===== src/design/owss_pkg.sv =====
// owss_pkg: shared types and constants of the one-wire slave slot engine
// no dependencies; used by every module of the block but owss_fifo, and by the checker
package owss_pkg;

	// classified command carried from the front to the engine
	typedef enum logic [2:0] {
		CMD_TICK   = 3'd0,
		CMD_READ   = 3'd1,
		CMD_WRITE  = 3'd2,
		CMD_SEARCH = 3'd3,
		CMD_MATCH  = 3'd4
	} cmd_t;

	typedef enum logic [3:0] {
		PH_IDLE  = 4'd0,
		PH_LOW   = 4'd1,
		PH_WAIT  = 4'd2,
		PH_RSAMP = 4'd3,
		PH_RTAIL = 4'd4,
		PH_RREL  = 4'd5,
		PH_WBIT  = 4'd6
	} phase_t;

	typedef enum logic [2:0] {
		EV_NONE       = 3'd0,
		EV_RESET      = 3'd1,
		EV_SHORT      = 3'd2,
		EV_BYTE_READ  = 3'd3,
		EV_BYTE_WRITE = 3'd4,
		EV_MATCH      = 3'd5,
		EV_MISMATCH   = 3'd6,
		EV_BUS_ERROR  = 3'd7
	} event_t;

	typedef enum logic [2:0] {
		CFG_SAMPLE_DELAY    = 3'd0,
		CFG_READ_TAIL       = 3'd1,
		CFG_RELEASE_TIMEOUT = 3'd2,
		CFG_ZERO_HOLD       = 3'd3,
		CFG_WRITE_SLOT      = 3'd4,
		CFG_RESET_MIN       = 3'd5,
		CFG_RESET_MAX       = 3'd6
	} cfg_idx_t;

	localparam logic [7:0] RST_SAMPLE_DELAY    = 8'd10;
	localparam logic [7:0] RST_READ_TAIL       = 8'd35;
	localparam logic [9:0] RST_RELEASE_TIMEOUT = 10'd40;
	localparam logic [7:0] RST_ZERO_HOLD       = 8'd17;
	localparam logic [7:0] RST_WRITE_SLOT      = 8'd55;
	localparam logic [9:0] RST_RESET_MIN       = 10'd122;
	localparam logic [9:0] RST_RESET_MAX       = 10'd680;

	typedef struct packed {
		cmd_t       cmd;
		logic       line;
		logic [7:0] data_byte;
		logic       ref_bit;
	} item_t;

	typedef struct packed {
		logic       drive_low;
		event_t     event_res;
		logic [7:0] rx_byte;
		logic       busy_res;
	} result_t;

endpackage


===== src/design/owss_fifo.sv =====
// owss_fifo: small register queue with push/full and pop/empty sides
// no dependencies; used for the request queue and the result queue
module owss_fifo #(
	parameter int WIDTH = 8,
	parameter int DEPTH = 2
) (
	input  logic             clk,
	input  logic             arst_n,
	input  logic             wr_en,
	input  logic [WIDTH-1:0] wr_data,
	output logic             full,
	input  logic             rd_en,
	output logic [WIDTH-1:0] rd_data,
	output logic             empty
);

	localparam int AW = (DEPTH > 1) ? $clog2(DEPTH) : 1;

	logic [WIDTH-1:0] mem_q [DEPTH];
	logic [AW-1:0]    wr_ptr_q, rd_ptr_q;
	logic [AW:0]      count_q;
	logic             do_wr, do_rd;

	assign full    = (count_q == (AW+1)'(DEPTH));
	assign empty   = (count_q == '0);
	assign do_wr   = wr_en && !full;
	assign do_rd   = rd_en && !empty;
	assign rd_data = mem_q[rd_ptr_q];

	always_ff @(posedge clk) begin
		if (do_wr) begin
			mem_q[wr_ptr_q] <= wr_data;
		end
	end

	always_ff @(posedge clk or negedge arst_n) begin
		if (!arst_n) begin
			wr_ptr_q <= '0;
			rd_ptr_q <= '0;
			count_q  <= '0;
		end else begin
			if (do_wr) begin
				wr_ptr_q <= (wr_ptr_q == AW'(DEPTH-1)) ? '0 : wr_ptr_q + 1'b1;
			end
			if (do_rd) begin
				rd_ptr_q <= (rd_ptr_q == AW'(DEPTH-1)) ? '0 : rd_ptr_q + 1'b1;
			end
			if (do_wr && !do_rd) begin
				count_q <= count_q + 1'b1;
			end else if (do_rd && !do_wr) begin
				count_q <= count_q - 1'b1;
			end
		end
	end

endmodule


===== src/design/owss_front.sv =====
// owss_front: accepts tick requests, classifies the mode and queues them
// depends on owss_pkg and owss_fifo
module owss_front #(
	parameter int DEPTH = 2
) (
	input  logic           clk,
	input  logic           arst_n,
	input  logic           push,
	output logic           full,
	input  logic [2:0]     mode,
	input  logic           line,
	input  logic [7:0]     data_byte,
	input  logic           ref_bit,
	output owss_pkg::item_t item,
	output logic           item_valid,
	input  logic           item_take
);

	owss_pkg::item_t in_item;
	logic            q_empty;

	// unused modes behave as a plain tick
	always_comb begin
		in_item.line      = line;
		in_item.data_byte = data_byte;
		in_item.ref_bit   = ref_bit;
		if (mode inside {[3'd1:3'd4]}) begin
			in_item.cmd = owss_pkg::cmd_t'(mode);
		end else begin
			in_item.cmd = owss_pkg::CMD_TICK;
		end
	end

	owss_fifo #(
		.WIDTH($bits(owss_pkg::item_t)),
		.DEPTH(DEPTH)
	) u_req_q (
		.clk    (clk),
		.arst_n (arst_n),
		.wr_en  (push),
		.wr_data(in_item),
		.full   (full),
		.rd_en  (item_take),
		.rd_data(item),
		.empty  (q_empty)
	);

	assign item_valid = !q_empty;

endmodule


===== src/design/owss_engine.sv =====
// owss_engine: slot timing state machine, one queued tick per cycle while the result queue has room
// depends on owss_pkg; fed by owss_front, drains into the result queue
module owss_engine #(
	parameter int TIMER_BITS = 10
) (
	input  logic              clk,
	input  logic              arst_n,
	input  logic              cfg_we,
	input  logic [2:0]        cfg_index,
	input  logic [9:0]        cfg_data,
	input  owss_pkg::item_t   item,
	input  logic              item_valid,
	output logic              item_take,
	input  logic              res_full,
	output owss_pkg::result_t res
);

	localparam int TB = TIMER_BITS;
	localparam int CW = (TB > 10) ? TB : 10;
	localparam logic [TB-1:0] TMAX = '1;

	logic [7:0] sample_delay_q, read_tail_q, zero_hold_q, write_slot_q;
	logic [9:0] release_timeout_q, reset_min_q, reset_max_q;

	owss_pkg::phase_t phase_q, ph;
	owss_pkg::cmd_t   cmd_q, cm;
	logic [TB-1:0]    tick_q, tc;
	logic [7:0]       shift_q, sh;
	logic [2:0]       bit_q, bi;
	logic [1:0]       step_q, ss;
	logic             target_q, tg, sampled_q, sb, prev_q;

	logic [TB-1:0] lim_sd, lim_rt, lim_to, lim_zh, lim_ws, wend;
	logic          fall, fin, step;

	// slot timing registers clamped to [1, timer max]; the reset bounds are compared raw
	function automatic logic [TB-1:0] lim(input logic [9:0] v);
		logic [TB-1:0] r;
		if (v == '0) begin
			r = TB'(1);
		end else if (CW'(v) > CW'(TMAX)) begin
			r = TMAX;
		end else begin
			r = TB'(v);
		end
		return r;
	endfunction

	function automatic logic slot_bit(input owss_pkg::cmd_t c, input logic [7:0] s,
		input logic [2:0] b, input logic [1:0] st, input logic t);
		logic r;
		if (c == owss_pkg::CMD_WRITE) begin
			r = s[b];
		end else if (st == 2'd0) begin
			r = t;
		end else begin
			r = ~t;
		end
		return r;
	endfunction

	assign lim_sd = lim({2'b00, sample_delay_q});
	assign lim_rt = lim({2'b00, read_tail_q});
	assign lim_to = lim(release_timeout_q);
	assign lim_zh = lim({2'b00, zero_hold_q});
	assign lim_ws = lim({2'b00, write_slot_q});
	assign wend   = (lim_zh > lim_ws) ? lim_zh : lim_ws;

	assign step      = item_valid && !res_full;
	assign item_take = step;

	always_comb begin
		ph  = phase_q;
		cm  = cmd_q;
		tc  = tick_q;
		sh  = shift_q;
		bi  = bit_q;
		ss  = step_q;
		tg  = target_q;
		sb  = sampled_q;
		fin = 1'b0;
		res.drive_low = 1'b0;
		res.event_res = owss_pkg::EV_NONE;
		res.rx_byte   = 8'd0;
		fall = prev_q && !item.line;

		// a command starts only from idle or a timed low pulse
		if ((ph == owss_pkg::PH_IDLE || ph == owss_pkg::PH_LOW) &&
			item.cmd != owss_pkg::CMD_TICK) begin
			cm = item.cmd;
			bi = 3'd0;
			ss = 2'd0;
			tg = item.ref_bit;
			sh = (item.cmd == owss_pkg::CMD_WRITE) ? item.data_byte : 8'd0;
			ph = owss_pkg::PH_WAIT;
			tc = '0;
		end

		case (ph)
			owss_pkg::PH_IDLE: begin
				if (fall) begin
					ph = owss_pkg::PH_LOW;
					tc = TB'(1);
				end
			end
			owss_pkg::PH_LOW: begin
				if (item.line) begin
					if (CW'(tc) >= CW'(reset_min_q) && CW'(tc) <= CW'(reset_max_q)) begin
						res.event_res = owss_pkg::EV_RESET;
					end else begin
						res.event_res = owss_pkg::EV_SHORT;
					end
					ph = owss_pkg::PH_IDLE;
					tc = '0;
				end else if (tc != TMAX) begin
					tc = tc + 1'b1;
				end
			end
			owss_pkg::PH_WAIT: begin
				if (fall) begin
					tc = '0;
					if (cm == owss_pkg::CMD_READ || cm == owss_pkg::CMD_MATCH ||
						(cm == owss_pkg::CMD_SEARCH && ss >= 2'd2)) begin
						ph = owss_pkg::PH_RSAMP;
					end else begin
						ph = owss_pkg::PH_WBIT;
						res.drive_low = ~slot_bit(cm, sh, bi, ss, tg);
					end
				end
			end
			owss_pkg::PH_RSAMP: begin
				if (tc != TMAX) tc = tc + 1'b1;
				if (tc >= lim_sd) begin
					sb = item.line;
					ph = owss_pkg::PH_RTAIL;
					tc = '0;
				end
			end
			owss_pkg::PH_RTAIL: begin
				if (tc != TMAX) tc = tc + 1'b1;
				if (tc >= lim_rt) begin
					if (item.line) begin
						fin = 1'b1;
					end else begin
						ph = owss_pkg::PH_RREL;
						tc = '0;
					end
				end
			end
			owss_pkg::PH_RREL: begin
				if (item.line) begin
					fin = 1'b1;
				end else begin
					if (tc != TMAX) tc = tc + 1'b1;
					// master held the line: abort and time it as a possible reset pulse
					if (tc >= lim_to) begin
						res.event_res = owss_pkg::EV_BUS_ERROR;
						cm = owss_pkg::CMD_TICK;
						ph = owss_pkg::PH_LOW;
						tc = TB'(1);
					end
				end
			end
			owss_pkg::PH_WBIT: begin
				if (tc != TMAX) tc = tc + 1'b1;
				if (tc >= wend) begin
					fin = 1'b1;
				end else begin
					res.drive_low = !slot_bit(cm, sh, bi, ss, tg) && (tc < lim_zh);
				end
			end
			default: begin
				ph = owss_pkg::PH_IDLE;
				tc = '0;
				cm = owss_pkg::CMD_TICK;
			end
		endcase

		// end of a bit slot
		if (fin) begin
			tc = '0;
			ph = owss_pkg::PH_WAIT;
			case (cm)
				owss_pkg::CMD_READ: begin
					sh = {sb, sh[7:1]};
					if (bi == 3'd7) begin
						res.event_res = owss_pkg::EV_BYTE_READ;
						res.rx_byte   = sh;
						ph = owss_pkg::PH_IDLE;
						cm = owss_pkg::CMD_TICK;
					end else begin
						bi = bi + 1'b1;
					end
				end
				owss_pkg::CMD_WRITE: begin
					if (bi == 3'd7) begin
						res.event_res = owss_pkg::EV_BYTE_WRITE;
						ph = owss_pkg::PH_IDLE;
						cm = owss_pkg::CMD_TICK;
					end else begin
						bi = bi + 1'b1;
					end
				end
				default: begin
					if (cm == owss_pkg::CMD_SEARCH && ss < 2'd2) begin
						ss = ss + 1'b1;
					end else begin
						res.event_res = (sb == tg) ? owss_pkg::EV_MATCH : owss_pkg::EV_MISMATCH;
						ph = owss_pkg::PH_IDLE;
						cm = owss_pkg::CMD_TICK;
					end
				end
			endcase
		end

		res.busy_res = (ph inside {[owss_pkg::PH_WAIT:owss_pkg::PH_WBIT]});
	end

	always_ff @(posedge clk or negedge arst_n) begin
		if (!arst_n) begin
			phase_q   <= owss_pkg::PH_IDLE;
			cmd_q     <= owss_pkg::CMD_TICK;
			tick_q    <= '0;
			shift_q   <= 8'd0;
			bit_q     <= 3'd0;
			step_q    <= 2'd0;
			target_q  <= 1'b0;
			sampled_q <= 1'b0;
			prev_q    <= 1'b1;
		end else if (step) begin
			phase_q   <= ph;
			cmd_q     <= cm;
			tick_q    <= tc;
			shift_q   <= sh;
			bit_q     <= bi;
			step_q    <= ss;
			target_q  <= tg;
			sampled_q <= sb;
			prev_q    <= item.line;
		end
	end

	always_ff @(posedge clk or negedge arst_n) begin
		if (!arst_n) begin
			sample_delay_q    <= owss_pkg::RST_SAMPLE_DELAY;
			read_tail_q       <= owss_pkg::RST_READ_TAIL;
			release_timeout_q <= owss_pkg::RST_RELEASE_TIMEOUT;
			zero_hold_q       <= owss_pkg::RST_ZERO_HOLD;
			write_slot_q      <= owss_pkg::RST_WRITE_SLOT;
			reset_min_q       <= owss_pkg::RST_RESET_MIN;
			reset_max_q       <= owss_pkg::RST_RESET_MAX;
		end else if (cfg_we) begin
			case (owss_pkg::cfg_idx_t'(cfg_index))
				owss_pkg::CFG_SAMPLE_DELAY:    sample_delay_q    <= cfg_data[7:0];
				owss_pkg::CFG_READ_TAIL:       read_tail_q       <= cfg_data[7:0];
				owss_pkg::CFG_RELEASE_TIMEOUT: release_timeout_q <= cfg_data;
				owss_pkg::CFG_ZERO_HOLD:       zero_hold_q       <= cfg_data[7:0];
				owss_pkg::CFG_WRITE_SLOT:      write_slot_q      <= cfg_data[7:0];
				owss_pkg::CFG_RESET_MIN:       reset_min_q       <= cfg_data;
				owss_pkg::CFG_RESET_MAX:       reset_max_q       <= cfg_data;
				default: ;
			endcase
		end
	end

endmodule


===== src/design/one_wire_slave_slot_engine.sv =====
// a request waits in the request queue; its result is written to the result queue as the engine takes it
// throughput: one tick request per cycle while the result queue has room, one slot engine step per request
// the request queue and the result queue let either side stall on its own
// reset: arst_n clears both queues, puts the engine in idle with the line seen
// released, and loads the timing registers with their default values
// depends on owss_pkg, owss_front, owss_engine and owss_fifo
module one_wire_slave_slot_engine #(
	parameter int TIMER_BITS  = 10,
	parameter int QUEUE_DEPTH = 2
) (
	input  logic       clk,
	input  logic       arst_n,
	// request side
	input  logic       push,
	output logic       full,
	input  logic [2:0] mode,
	input  logic       line,
	input  logic [7:0] data_byte,
	input  logic       ref_bit,
	// result side
	output logic       empty,
	input  logic       pop,
	output logic       drive_low,
	output logic [2:0] event_res,
	output logic [7:0] rx_byte,
	output logic       busy_res,
	// configuration writes, only while idle
	input  logic       cfg_we,
	input  logic [2:0] cfg_index,
	input  logic [9:0] cfg_data
);

	owss_pkg::item_t   item;
	owss_pkg::result_t res, res_head;
	logic              item_valid, item_take, res_full;

	// front: classify mode and queue the request
	owss_front #(
		.DEPTH(QUEUE_DEPTH)
	) u_front (
		.clk       (clk),
		.arst_n    (arst_n),
		.push      (push),
		.full      (full),
		.mode      (mode),
		.line      (line),
		.data_byte (data_byte),
		.ref_bit   (ref_bit),
		.item      (item),
		.item_valid(item_valid),
		.item_take (item_take)
	);

	// back: one slot timing step per request, stalls only on a full result queue
	owss_engine #(
		.TIMER_BITS(TIMER_BITS)
	) u_engine (
		.clk       (clk),
		.arst_n    (arst_n),
		.cfg_we    (cfg_we),
		.cfg_index (cfg_index),
		.cfg_data  (cfg_data),
		.item      (item),
		.item_valid(item_valid),
		.item_take (item_take),
		.res_full  (res_full),
		.res       (res)
	);

	// results wait here until popped; a request is taken from the front
	// exactly when its result is written
	owss_fifo #(
		.WIDTH($bits(owss_pkg::result_t)),
		.DEPTH(QUEUE_DEPTH)
	) u_res_q (
		.clk    (clk),
		.arst_n (arst_n),
		.wr_en  (item_take),
		.wr_data(res),
		.full   (res_full),
		.rd_en  (pop),
		.rd_data(res_head),
		.empty  (empty)
	);

	assign drive_low = res_head.drive_low;
	assign event_res = res_head.event_res;
	assign rx_byte   = res_head.rx_byte;
	assign busy_res  = res_head.busy_res;

endmodule


===== config.mk =====
export PLATFORM = sky130hd
export DESIGN_NAME = one_wire_slave_slot_engine
export DESIGN_NICKNAME = d
export VERILOG_FILES = /design/src/design/owss_pkg.sv /design/src/design/owss_fifo.sv /design/src/design/owss_front.sv /design/src/design/owss_engine.sv /design/src/design/one_wire_slave_slot_engine.sv
export SDC_FILE = /design/constraint.sdc
export NUM_CORES = 1
export LEC_CHECK = 0
export BUFFER_PORTS_ARGS = -buffer_cell sky130_fd_sc_hd__clkbuf_2
export CAP_MARGIN = 20
export CORE_MARGIN = 2
export CORE_UTILIZATION = 45
export CTS_BUF_LIST = sky130_fd_sc_hd__clkbuf_8 sky130_fd_sc_hd__clkbuf_16
export DETAILED_ROUTE_END_ITERATION = 6
export GPL_TIMING_DRIVEN = 0
export PLACE_DENSITY = 0.66
export SETUP_SLACK_MARGIN = 0.2
export SYNTH_ARGS = -nofsm -noshare
export SYNTH_HDL_FRONTEND = slang
export SYNTH_SLANG_ARGS = --single-unit

===== constraint.sdc =====
create_clock -name clk -period 12.6 [get_ports clk]
set_clock_uncertainty 0.15 [all_clocks]
set_input_delay 0.63 -clock clk [delete_from_list [all_inputs] [get_ports clk]]
set_output_delay 0.63 -clock clk [all_outputs]
set_load 0.05 [all_outputs]

Yosys cells after proc, flatten, opt, wreduce, memory -nomap -nowiden
Memories as Yosys holds them, arrays and structs flattened.
Index checks and enable logic that the tools add are counted.
Word-level totals
  logic and storage cells: 236
  memories: 2
  register bits: 103
  input bits: 31
  output and inout port bits: 15
  RAM bits: 52
Operators by class
  equal/unequal tests: 26
  bitwise gates (word level): 2
  muxes and demuxes: 104
  reductions and logical operators: 53
  $lt $le $gt $ge: 16
  $add $sub $neg: 11
Memory list
  u_front.u_req_q.mem_q: depth 2, bits a word 13, read ports 1, clocked after memory_dff 0, write ports 1, RTL line owss_fifo.sv:19  | logic [WIDTH-1:0] mem_q [DEPTH];
  u_res_q.mem_q: depth 2, bits a word 13, read ports 1, clocked after memory_dff 0, write ports 1, RTL line owss_fifo.sv:19
Operator list (number)
  10-bit two-way mux: 18
  8-bit two-way mux: 10
  10-bit one-hot mux with 7 select lines: 1
  3-bit two-way mux: 18
  4-bit two-way mux: 11
  8-bit logical NOT: 4
  10-bit >= comparator: 3
  4-bit one-hot mux with 7 select lines: 1
  1-bit two-way mux: 25
  2-bit two-way mux: 12
  11-bit two-way mux: 2
  3-bit by 2-bit equality test with 1-bit output (second input constant): 7
  10-bit by 8-bit >= comparator with 1-bit output: 2
  3-bit one-hot mux with 2 select lines: 3
  1-bit logical AND: 17
  3-bit equality test (second input constant): 5
  2-bit AND reduction: 7
  4-bit by 3-bit equality test with 1-bit output (second input constant): 3
  10-bit by 1-bit adder with 10-bit output (second input constant): 1
  10-bit greater-than comparator (second input constant): 1
  10-bit less-or-equal comparator: 1
  1-bit logical NOT: 10
  10-bit logical NOT: 1
  10-bit by 8-bit less-than comparator with 1-bit output: 1
  other kinds (30): 48

Logic depth before layout (Yosys ltp)
Gate-level depths: netlist (run 1).
  depth in word-level cells: 19
  mapped depth: 28
  gate-level depth less buffers: 23

Cells and area by module
From an unflattened synthesis (run 1), not the netlist that was laid out.
Second synthesis, totals
  cells, all modules: 884
  area, all modules: 9389.0 um2
Modules (own cells, without submodules)
  owss_engine: instances 1, area an instance 7018.0 um2, seq. area each 2407.3 um2, cells each 762
  owss_fifo: instances 2, area an instance 1168.6 um2, seq. area each 880.8 um2, cells each 59
  owss_front: instances 1, area an instance 33.8 um2, seq. area each 0.0 um2, cells each 4

Worst setup path before layout (run 1)
Ideal clock, no wire load.
  kind: reg2reg
  start: register u_engine.phase_q[1]
  end: memory u_res_q.mem_q[0][9] in the netlist's numbering (data pin)
  slack: 6.886 ns
  required time: 12.185 ns
  path buffers: 4
  stages on the path, launching flop included: 28
  data arrival time: 5.299 ns
  setup time: 0.265 ns
  period minus slack after synthesis: 5.714 ns
  cell sequence: dfrtp_1 > or3_1 > buf_6 > or3_1 > buf_6 > buf_2 > buf_2 > nand2_1 > inv_1 > ha_1 > and4_1 > nand3_2 > nand3_1 > nor2_1 > and3_1 > and3_1 > xnor2_1 > nor2_1 > ha_1 > and4b_1 > a32o_1 > a31o_2 > nor3_4 > a211oi_1 > or3_1 > and2_4 > a31oi_1 > nand2_1
RTL lines
  start: declaration: RTL line owss_engine.sv:25  | owss_pkg::phase_t phase_q, ph;
  start signal: assignment: RTL line owss_engine.sv:221  | phase_q <= owss_pkg::PH_IDLE;
  start signal: assignment: RTL line owss_engine.sv:231  | phase_q <= ph;
  end: declaration: RTL line owss_fifo.sv:19

==> flow_metrics.tcl, run 1 <==
set metrics [dict create \
    status "complete, no violations" \
    synth_top_area_share_pct 21.33 \
    drive_gt1_share_pct 17.97 \
    hold_viol_final 0 \
    wl_per_cell_um 17.81 \
    drt_iter0_markers 541 \
    critical_path_arrival_ps 7180 \
    yosys_warnings 0 \
    grt_max_degree 104 \
    synth_top_family_by_area "compound AO/OA/AOI/OAI gates" \
    power_mw 2.622 \
    synth_fa_ha_area_share_pct 9.154 \
    start_kind "flip-flop" \
    synth_edf_count 52 \
    rsz0062_at_grt "false" \
    clk_pin_slew_ps 70 \
    finalCritPeriodShare_pct 56.01 \
    min_path_type "in2async" \
    critPathMaxStageDelay_ps 500 \
    cpMostUsedCell "nor2_1" \
    portBuffers 44 \
    finalWorstSetupSlack_ps 5543 \
    cp_slowest_cell "nor2_1" \
    r2r_cells 28 \
    synth.distinct_cells 75 \
    via_per_inst 5.665 \
    layout.cells.non_filler 1277 \
    cts_resized 0 \
    r2r_slack_ps 5540 \
    postRouteAntennaNets 0 \
    core_area_sq_mm 0.02023 \
    netlist_area_sq_mm 0.009268 \
    grt_usage_pct 21.46 \
    whs_ps 129.6 \
    synth.area.top_cells "dfrtp_1 21%, edfxtp_1 17%, ha_1 9.0%" \
    routed_wirelength_mm 22.74 \
    timing.rr.end "u_res_q.mem_q[0][1]" \
    end_kind "flip-flop" \
    crit_fanout 10 \
    cts_root_buffer "clkbuf_16" \
    htreeDepth 4 \
    die_x_um 147.5 \
    slew_violations 0 \
    grt_pass1_wl_mm 36.73 \
    fmax_ghz 0.1417 \
    grt_pass1_vias 6904 \
    seq_area_frac_synth_pct 44.98 \
    crit_required_ps 12720 \
    final_util_pct 51.71 \
    synth_top_cell_by_area "dfrtp_1" \
    cts_sinks 155 \
    muxShareOfSynthArea_pct 7.817 \
    post_dp_cell_area_sq_mm 0.009839 \
    die_area_sq_mm 0.02176 \
    tns_ps 0 \
    antenna_found_initial 0 \
    post_cts_buffers 0 \
    final_net_count 1092 \
    clk_latency_ps 440 \
    synthFlopType "dfrtp_1" \
    period_needed_ps 7057 \
    synth-xor-area-share_pct 1.701 \
    die_h_um 147.5 \
    dp.cells 1242 \
    hold_buffers 0 \
    crit_type "reg2reg" \
    slew_headroom_pct 33.74 \
    worstMarginPinSlew_ps 991.8 \
    final_cell_area_sq_mm 0.01046 \
    cts_tree "yes" \
    powerDensity_mw_per_mm2 250.6 \
    n_antenna_cell 0 \
    synth_compound_area_share_pct 16.16 \
    syn_nets 1025 \
    synth.ff_latch_count 155 \
    cts_made_buffers 17 \
    start_util_pct 45.80 \
    dp_hpwl_mm 16.47 \
    place.gp.congestion 0.9354 \
    dp_slack_ps 5696 \
    dr_total_vias 7234 \
    max-vdd-ir-drop_mv 0.1235 \
    ios 46 \
    rows 52 \
    synthToLayoutAreaGrowth_pct 12.91 \
    netlist_instances 927 \
    overflow 0 \
    crit_path_start "u_engine.phase_q[1]" \
    synthSimpleGateAreaFrac_pct 15.76 \
    setup_viol 0 \
    drv_cap 0 \
    leakage_nw 4.531 \
    drt-pass1-iter-count 6 \
    clock_path_buffers 2 \
    drc_errors 0 \
    syn_avg_cell_area_sq_um 9.997 \
    async_reset_ff_share_pct 66.45 \
    reg2reg_from "u_engine.phase_q[1]" \
]
-- layout make-up --
class	instances	area (sq um)
Buffer	39	166.4
Clock buffer	17	425.4
Clock inverter	15	172.7
Fill cell	1844	9771
Inverter	65	244.0
Multi-Input combinational cell	668	4688
Sequential cell	155	4169
Tap cell	270	337.8
Timing Repair Buffer	48	260.3
-- where the power goes --
part / switching [mW] / internal [mW]
registers: 0.0902 / 0.702
logic: 0.849 / 0.469
clock network: 0.245 / 0.267
-- per-layer routing --
metal	GRT usage (%)	vias to the layer above	wire length (um)
met5	0	-	0
met4	5.769	0	300
met3	3.241	25	1097
met2	33.40	231	10530
met1	31.41	3454	10810
li1	-	3524	-
-- cells by family after synthesis --
group / after synthesis
simple gates: 296
compound gates: 220
flops: 155
buf+inv: 104
fa+ha+maj: 68
mux: 66
xor+xnor: 18
-- sequential cells by signal, indices dropped and copies added, names as in the netlist, 3 cells and up --
signal	count
u_engine.bit_q	3
u_front.u_req_q.mem_q	26
u_engine.phase_q	4
u_engine.cmd_q	3
u_engine.release_timeout_q	10
u_res_q.mem_q	26
u_engine.shift_q	8
u_engine.tick_q	10
u_engine.zero_hold_q	8
u_engine.reset_min_q	10
u_engine.write_slot_q	8
u_engine.read_tail_q	8
u_engine.reset_max_q	10
u_engine.sample_delay_q	8
-- cell usage after synthesis (15+ instances only) --
cell type	count
nand2_1	86
o21ai_0	56
dfrtp_1	79
mux2i_1	15
dfstp_2	24
nand3_1	23
nor3_1	27
clkbuf_1	31
ha_1	67
a21oi_1	46
mux2_2	51
edfxtp_1	52
inv_1	65
nor2_1	77
-- worst max-delay path by stage --
stage	slack, ps	depth (start not counted)	to
CTS	5670	28	u_res_q.mem_q[0][1]
detailed placement	5700	28	u_res_q.mem_q[0][1]
global placement	5650	22	u_res_q.mem_q[0][0]
finish	5540	28	u_res_q.mem_q[0][1]
global route	5160	28	u_res_q.mem_q[0][7]
floorplan	6890	27	u_res_q.mem_q[0][9]
-- cells in the final DEF, fill, tap and decap left out, drive strengths merged, types with 6 or more instances in the layout --
cell,Yosys,layout
a211o,7,7
a211oi,9,9
a21o,8,8
a21oi,49,49
a22o,7,7
a31oi,10,10
and2,12,12
and3,11,11
buf,8,11
clkbuf,31,93
clkinv,0,6
dfrtp,79,79
dfstp,24,24
edfxtp,52,52
ha,67,67
inv,65,73
mux2,51,51
mux2i,15,15
nand2,86,86
nand2b,9,9
nand3,24,24
nand4,6,6
nor2,77,77
nor3,30,30
nor4,9,9
o21a,7,7
o21ai,62,62
or3,6,6
xnor2,11,11
xor2,7,7
-- critical path: cells and delay by family, from the launching register on --
family / cells / cell delay [ps]
AND/OR/NAND/NOR: 15 / 3490
flip-flops: 1 / 430
XOR/XNOR: 1 / 60
adder cells (fa/ha/maj): 2 / 580
AO/OA/AOI/OAI: 4 / 1100
buffers and inverters: 6 / 1070
Note: power is estimated with default switching activity, not from simulation.
==> inputs of run 2 (changes only) <==
PLACE_DENSITY = 0.68   (was 0.66)
clock period = 6.33 ns   (was 12.6 ns; I/O delays follow)
==> run 2 against run 1 <==
Cell area up 5.1%. First-iteration DRC count grew 4.1%. Via count up 4.0%. Sequential cell count unchanged. Total power grew 110%. Critical path type unchanged. Highest routed layer unchanged.
==> flow_metrics.tcl, run 2 (synthesized netlist as in run 1, its figures left out) <==
set metrics [dict create \
    sw_frac_of_total_pct 44.99 \
    crit_required_ps 6390 \
    final_cell_mix "81 x nand2_1, 79 x dfrtp_1, 70 x nor2_1" \
    tns_ps 0 \
    max-vdd-ir-drop_mv 0.2316 \
    finalWorstSetupSlack_ps 400.8 \
    p_int_mw 2.996 \
    grt_max_degree 104 \
    overflow 0 \
    portBuffers 44 \
    cpMostUsedCell "buf_6" \
    via_per_inst 5.766 \
    die_x_um 147.5 \
    cts_made_buffers 17 \
    slew_headroom_pct 35.80 \
    critical-path-top-delay-family "simple AND/OR/NAND/NOR gates" \
    synthToLayoutAreaGrowth_pct 18.63 \
    end_kind "flip-flop" \
    core_area_sq_mm 0.02023 \
    drt_iter0_markers 563 \
    slew_violations 0 \
    cts_sinks 155 \
    cts_tree "yes" \
    dp_hpwl_mm 16.54 \
    r2r_cells 28 \
    dr_total_vias 7524 \
    fmax_ghz 0.1687 \
    min_path_type "in2reg" \
    whs_ps 37.88 \
    cp_slowest_cell "or3_1" \
    place.gp.congestion 0.9559 \
    min_delay_worst_endpoint "u_front.u_req_q.mem_q[0][12]" \
    power_frac_seq_pct 28.9 \
    hold_viol_final 0 \
    clk_pin_slew_ps 70 \
    setup_viol 0 \
    layout.cells.non_filler 1305 \
    drive_gt1_share_pct 21.93 \
    rows 52 \
    start_kind "flip-flop" \
    die_area_sq_mm 0.02176 \
    final_cell_area_sq_mm 0.01099 \
    die_h_um 147.5 \
    ios 46 \
    antenna_found_initial 0 \
    r2r_slack_ps 400 \
    dp_slack_ps -638.0 \
    final_net_count 1120 \
    path_depth 28 \
    timing.rr.end "u_res_q.mem_q[1][11]" \
    crit_type "reg2reg" \
    min_path_cells 2 \
    power_mw 5.446 \
    grt_pass1_wl_mm 37.76 \
    grt_pass1_vias 7194 \
    critical_path_arrival_ps 5990 \
    cts_root_buffer "clkbuf_16" \
    rsz0062_at_grt "false" \
    clk_latency_ps 440 \
    path_buf_inv 6 \
    p_sw_mw 2.451 \
    min_from "mode[0]" \
    largestRegisters "u_front.u_req_q.mem_q x26, u_res_q.mem_q x26" \
    clock_path_buffers 2 \
    htreeDepth 4 \
    worstMarginPinSlew_ps 960.9 \
    reg2reg_from "u_engine.phase_q[2]" \
    crit_fanout 10 \
    drt-pass1-iter-count 6 \
    wl_per_cell_um 17.98 \
    finalCritPeriodShare_pct 93.67 \
    drc_errors 0 \
    leakage_nw 4.694 \
    clockPowerShare_pct 19.0 \
    period_needed_ps 5929 \
    start_util_pct 45.80 \
    critPathMaxStageDelay_ps 380 \
    grt_usage_pct 21.84 \
    routed_wirelength_mm 23.46 \
    status "complete, no violations" \
    dp.cells 1243 \
    post_dp_cell_area_sq_mm 0.009851 \
    n_antenna_cell 0 \
    final_util_pct 54.33 \
    pwr-share-comb_pct 52.1 \
    drv_cap 0 \
    final_common_cell "nand2_1" \
    powerDensity_mw_per_mm2 495.4 \
    postRouteAntennaNets 0 \
]
## run 2: cell types whose count changed in the layout (fill, tap and decap cells not counted), sizes merged
cell         delta
buf            +15
dlygate4sd3    +13
bufinv          +1
clkinv          -1
clkinvlp        +1
inv             -1
## run 2: cell type report
class	count	area (sq um)
plain buffers	39	185.2
clock buffers	17	425.4
clock inverters	15	180.2
fillers	1771	9240
inverters	65	244.0
multi-input cells	668	4933
flip-flops and latches	155	4169
well taps	270	337.8
repair buffers	76	519.2
## run 2: worst max path at each step
stage	start	end
2_1_floorplan	u_engine.phase_q[1]	u_res_q.mem_q[0][9]
3_3_place_gp	u_front.u_req_q.mem_q[1][12]	u_res_q.mem_q[0][0]
3_5_place_dp	u_engine.phase_q[1]	u_res_q.mem_q[1][1]
4_1_cts	u_engine.phase_q[2]	u_engine.shift_q[6]
5_1_grt	u_engine.phase_q[2]	u_res_q.mem_q[1][11]
6_report	u_engine.phase_q[2]	u_res_q.mem_q[1][11]
## run 2: metal layers
layer  vias up  track usage [%]  share of wire, %
li1       3589                -                 -
met2       214            34.58                46
met3        43            3.580               4.7
met4         0            6.683               2.3
met5         -                0                 0
met1      3678            30.94                47
## run 2: power by group through the flow
stage | Clock, mW | Sequential, mW | Combinational [mW]
final | 1.04 | 1.57 | 2.84
after global routing | 1.09 | 1.61 | 3.10
after CTS | 1.05 | 1.57 | 2.70
after detailed placement | 0 | 1.59 | 2.60
after global placement | 0 | 1.58 | 2.52
after floorplan | 0 | 1.53 | 1.96
## run 2: worst reg2reg max path, delay by kind of cell (launching register included)
family	cells	cell delay (ps)
AOI/OAI and AO/OA	5	1230
adders and majority gates	2	500
buffers and inverters	6	880
DFF	1	370
and+or+nand+nor	14	2460
xor gates and xnor gates	1	120
## run 2: timing repair
action / CTS / global route
setup buffers: 5 / 10
hold buffers: 13 / 0
hold endpoints to repair: 103 / 0
pin swaps: 8 / 12
endpoints found under the setup margin: 56 / 53
gates resized for setup: 30 / 26
==> inputs of run 3 (changes only) <==
CORE_MARGIN = default   (was 2)
PLACE_DENSITY = 0.73   (was 0.68)
==> run 3 against run 2 <==
Die area fell by 2.7%. Combinational power fell by 2%. Critical path depth did not move. Sequential cell count did not move. Core utilization fell by 0.24 points. The flow now finishes with violations (DRC). Maximum frequency fell by 0.46%. Highest routed layer unchanged.
==> flow_metrics.tcl, run 3 (synthesized netlist as in run 1, its figures left out) <==
set metrics [dict create \
    status "complete, but fails checks" \
    violations "DRC" \
    min_delay_worst_endpoint "u_front.u_req_q.mem_q[0][12]" \
    regArea_sq_mm 0.004169 \
    largestRegisters "u_front.u_req_q.mem_q x26, u_res_q.mem_q x26" \
    finalWorstSetupSlack_ps 373.3 \
    whs_ps 29.39 \
    core_area_sq_mm 0.02023 \
    powerDensity_mw_per_mm2 489.3 \
    reg2reg_from "u_engine.phase_q[1]" \
    dp_hpwl_mm 16.49 \
    via_per_inst 5.864 \
    rows 52 \
    hold_viol_final 0 \
    clk_latency_ps 440 \
    setup_viol 0 \
    clk_pin_slew_ps 70 \
    crit_fanout 10 \
    cp_slowest_cell "a311oi_4" \
    antenna_found_initial 0 \
    clock_path_buffers 2 \
    final_util_pct 54.09 \
    drt_iter0_markers 631 \
    ios 46 \
    synthToLayoutAreaGrowth_pct 18.10 \
    tns_ps 0 \
    end_kind "flip-flop" \
    fmax_ghz 0.1679 \
    r2r_slack_ps 370 \
    drv_cap 0 \
    overflow 0 \
    critical_path_arrival_ps 6030 \
    place.gp.congestion 0.9158 \
    drt-pass1-iter-count 7 \
    layout.cells.non_filler 1309 \
    portBuffers 44 \
    die_area_sq_mm 0.02117 \
    drc_errors 1 \
    dp_slack_ps -669.6 \
    final_common_cell "nand2_1" \
    start_kind "flip-flop" \
    final_cell_area_sq_mm 0.01095 \
    timing.rr.end "u_res_q.mem_q[1][11]" \
    dp.cells 1241 \
    fillerInstances 1751 \
    final_net_count 1124 \
    postRouteAntennaNets 0 \
    min_from "mode[0]" \
    min_path_cells 2 \
    grt_pass1_wl_mm 37.96 \
    wl_per_cell_um 17.97 \
    dr_total_vias 7676 \
    cts_root_buffer "clkbuf_16" \
    cts_sinks 155 \
    n_antenna_cell 0 \
    start_util_pct 45.80 \
    min_path_type "in2reg" \
    leakage_nw 4.683 \
    die_h_um 145.5 \
    grt_usage_pct 22.90 \
    max-vdd-ir-drop_mv 0.2305 \
    cts_made_buffers 17 \
    die_x_um 145.5 \
    crit_required_ps 6400 \
    cts_tree "yes" \
    post_dp_cell_area_sq_mm 0.009834 \
    crit_type "reg2reg" \
    rsz0062_at_grt "true" \
    slew_violations 0 \
    drive_gt1_share_pct 22.14 \
    period_needed_ps 5957 \
    slew_headroom_pct 29.63 \
    worstMarginPinSlew_ps 1052 \
    htreeDepth 4 \
    power_mw 5.355 \
    finalCritPeriodShare_pct 94.10 \
    r2r_cells 28 \
    multi_input_area_sq_mm 0.004895 \
    grt_max_degree 104 \
    grt_pass1_vias 7534 \
    critPathMaxStageDelay_ps 410 \
    final_cell_mix "82 x nand2_1, 79 x dfrtp_1, 69 x nor2_1" \
    routed_wirelength_mm 23.52 \
]
==> run 3: what timing repair did <==
item                                    in CTS  in global routing
setup buffers                                8                 13
hold endpoints to repair                   103                  0
endpoints found under the setup margin      56                 53
pin swaps                                   10                  9
hold buffers                                13                  0
resized for setup                           30                 20
==> run 3: cell type report <==
type | count | share of cell area [%]
Multi-Input combinational cell | 668 | 44.72
Sequential cell | 155 | 38.09
Timing Repair Buffer | 80 | 4.984
Clock buffer | 17 | 3.887
Tap cell | 270 | 3.086
Inverter | 65 | 2.229
Buffer | 39 | 1.623
Clock inverter | 15 | 1.383
==> run 3: power breakdown <==
group	internal [mW]	switching (mW)	total, mW	leakage, nW
combinational	1.01	1.77	2.78	2.68
sequential	1.40	0.184	1.58	1.73
clock	0.523	0.472	0.995	0.270
==> run 3: worst max-delay path by stage <==
stage                                 startpoint              endpoint  slack (ps)  cells past startpoint
finish                       u_engine.phase_q[1]  u_res_q.mem_q[1][11]         370                     28
global route        u_front.u_req_q.mem_q[1][12]    u_engine.tick_q[6]         140                     23
CTS                          u_engine.phase_q[1]   u_engine.shift_q[6]         190                     28
detailed placement           u_engine.phase_q[1]   u_res_q.mem_q[1][7]        -670                     28
global placement             u_engine.phase_q[1]   u_res_q.mem_q[0][7]        -600                     28
floorplan                    u_engine.phase_q[1]   u_res_q.mem_q[0][9]         620                     27
==> run 3: layer usage <==
| layer | GRT usage (%) | vias up | routed length (um) |
|---|---|---|---|
| li1 | - | 3610 | - |
| met1 | 29.29 | 3736 | 10030 |
| met2 | 37.60 | 268 | 11470 |
| met3 | 4.169 | 62 | 1291 |
| met4 | 10.95 | 0 | 724 |
| met5 | 0 | - | 0 |
==> run 3: critical path: cells and delay by family, from the launching register on <==
kind            cells  cell delay, ps
simple gates       14            2500
flops               1             400
fa+ha+maj           2             490
compound gates      5            1230
buf+inv             6             840
xor+xnor            1             120
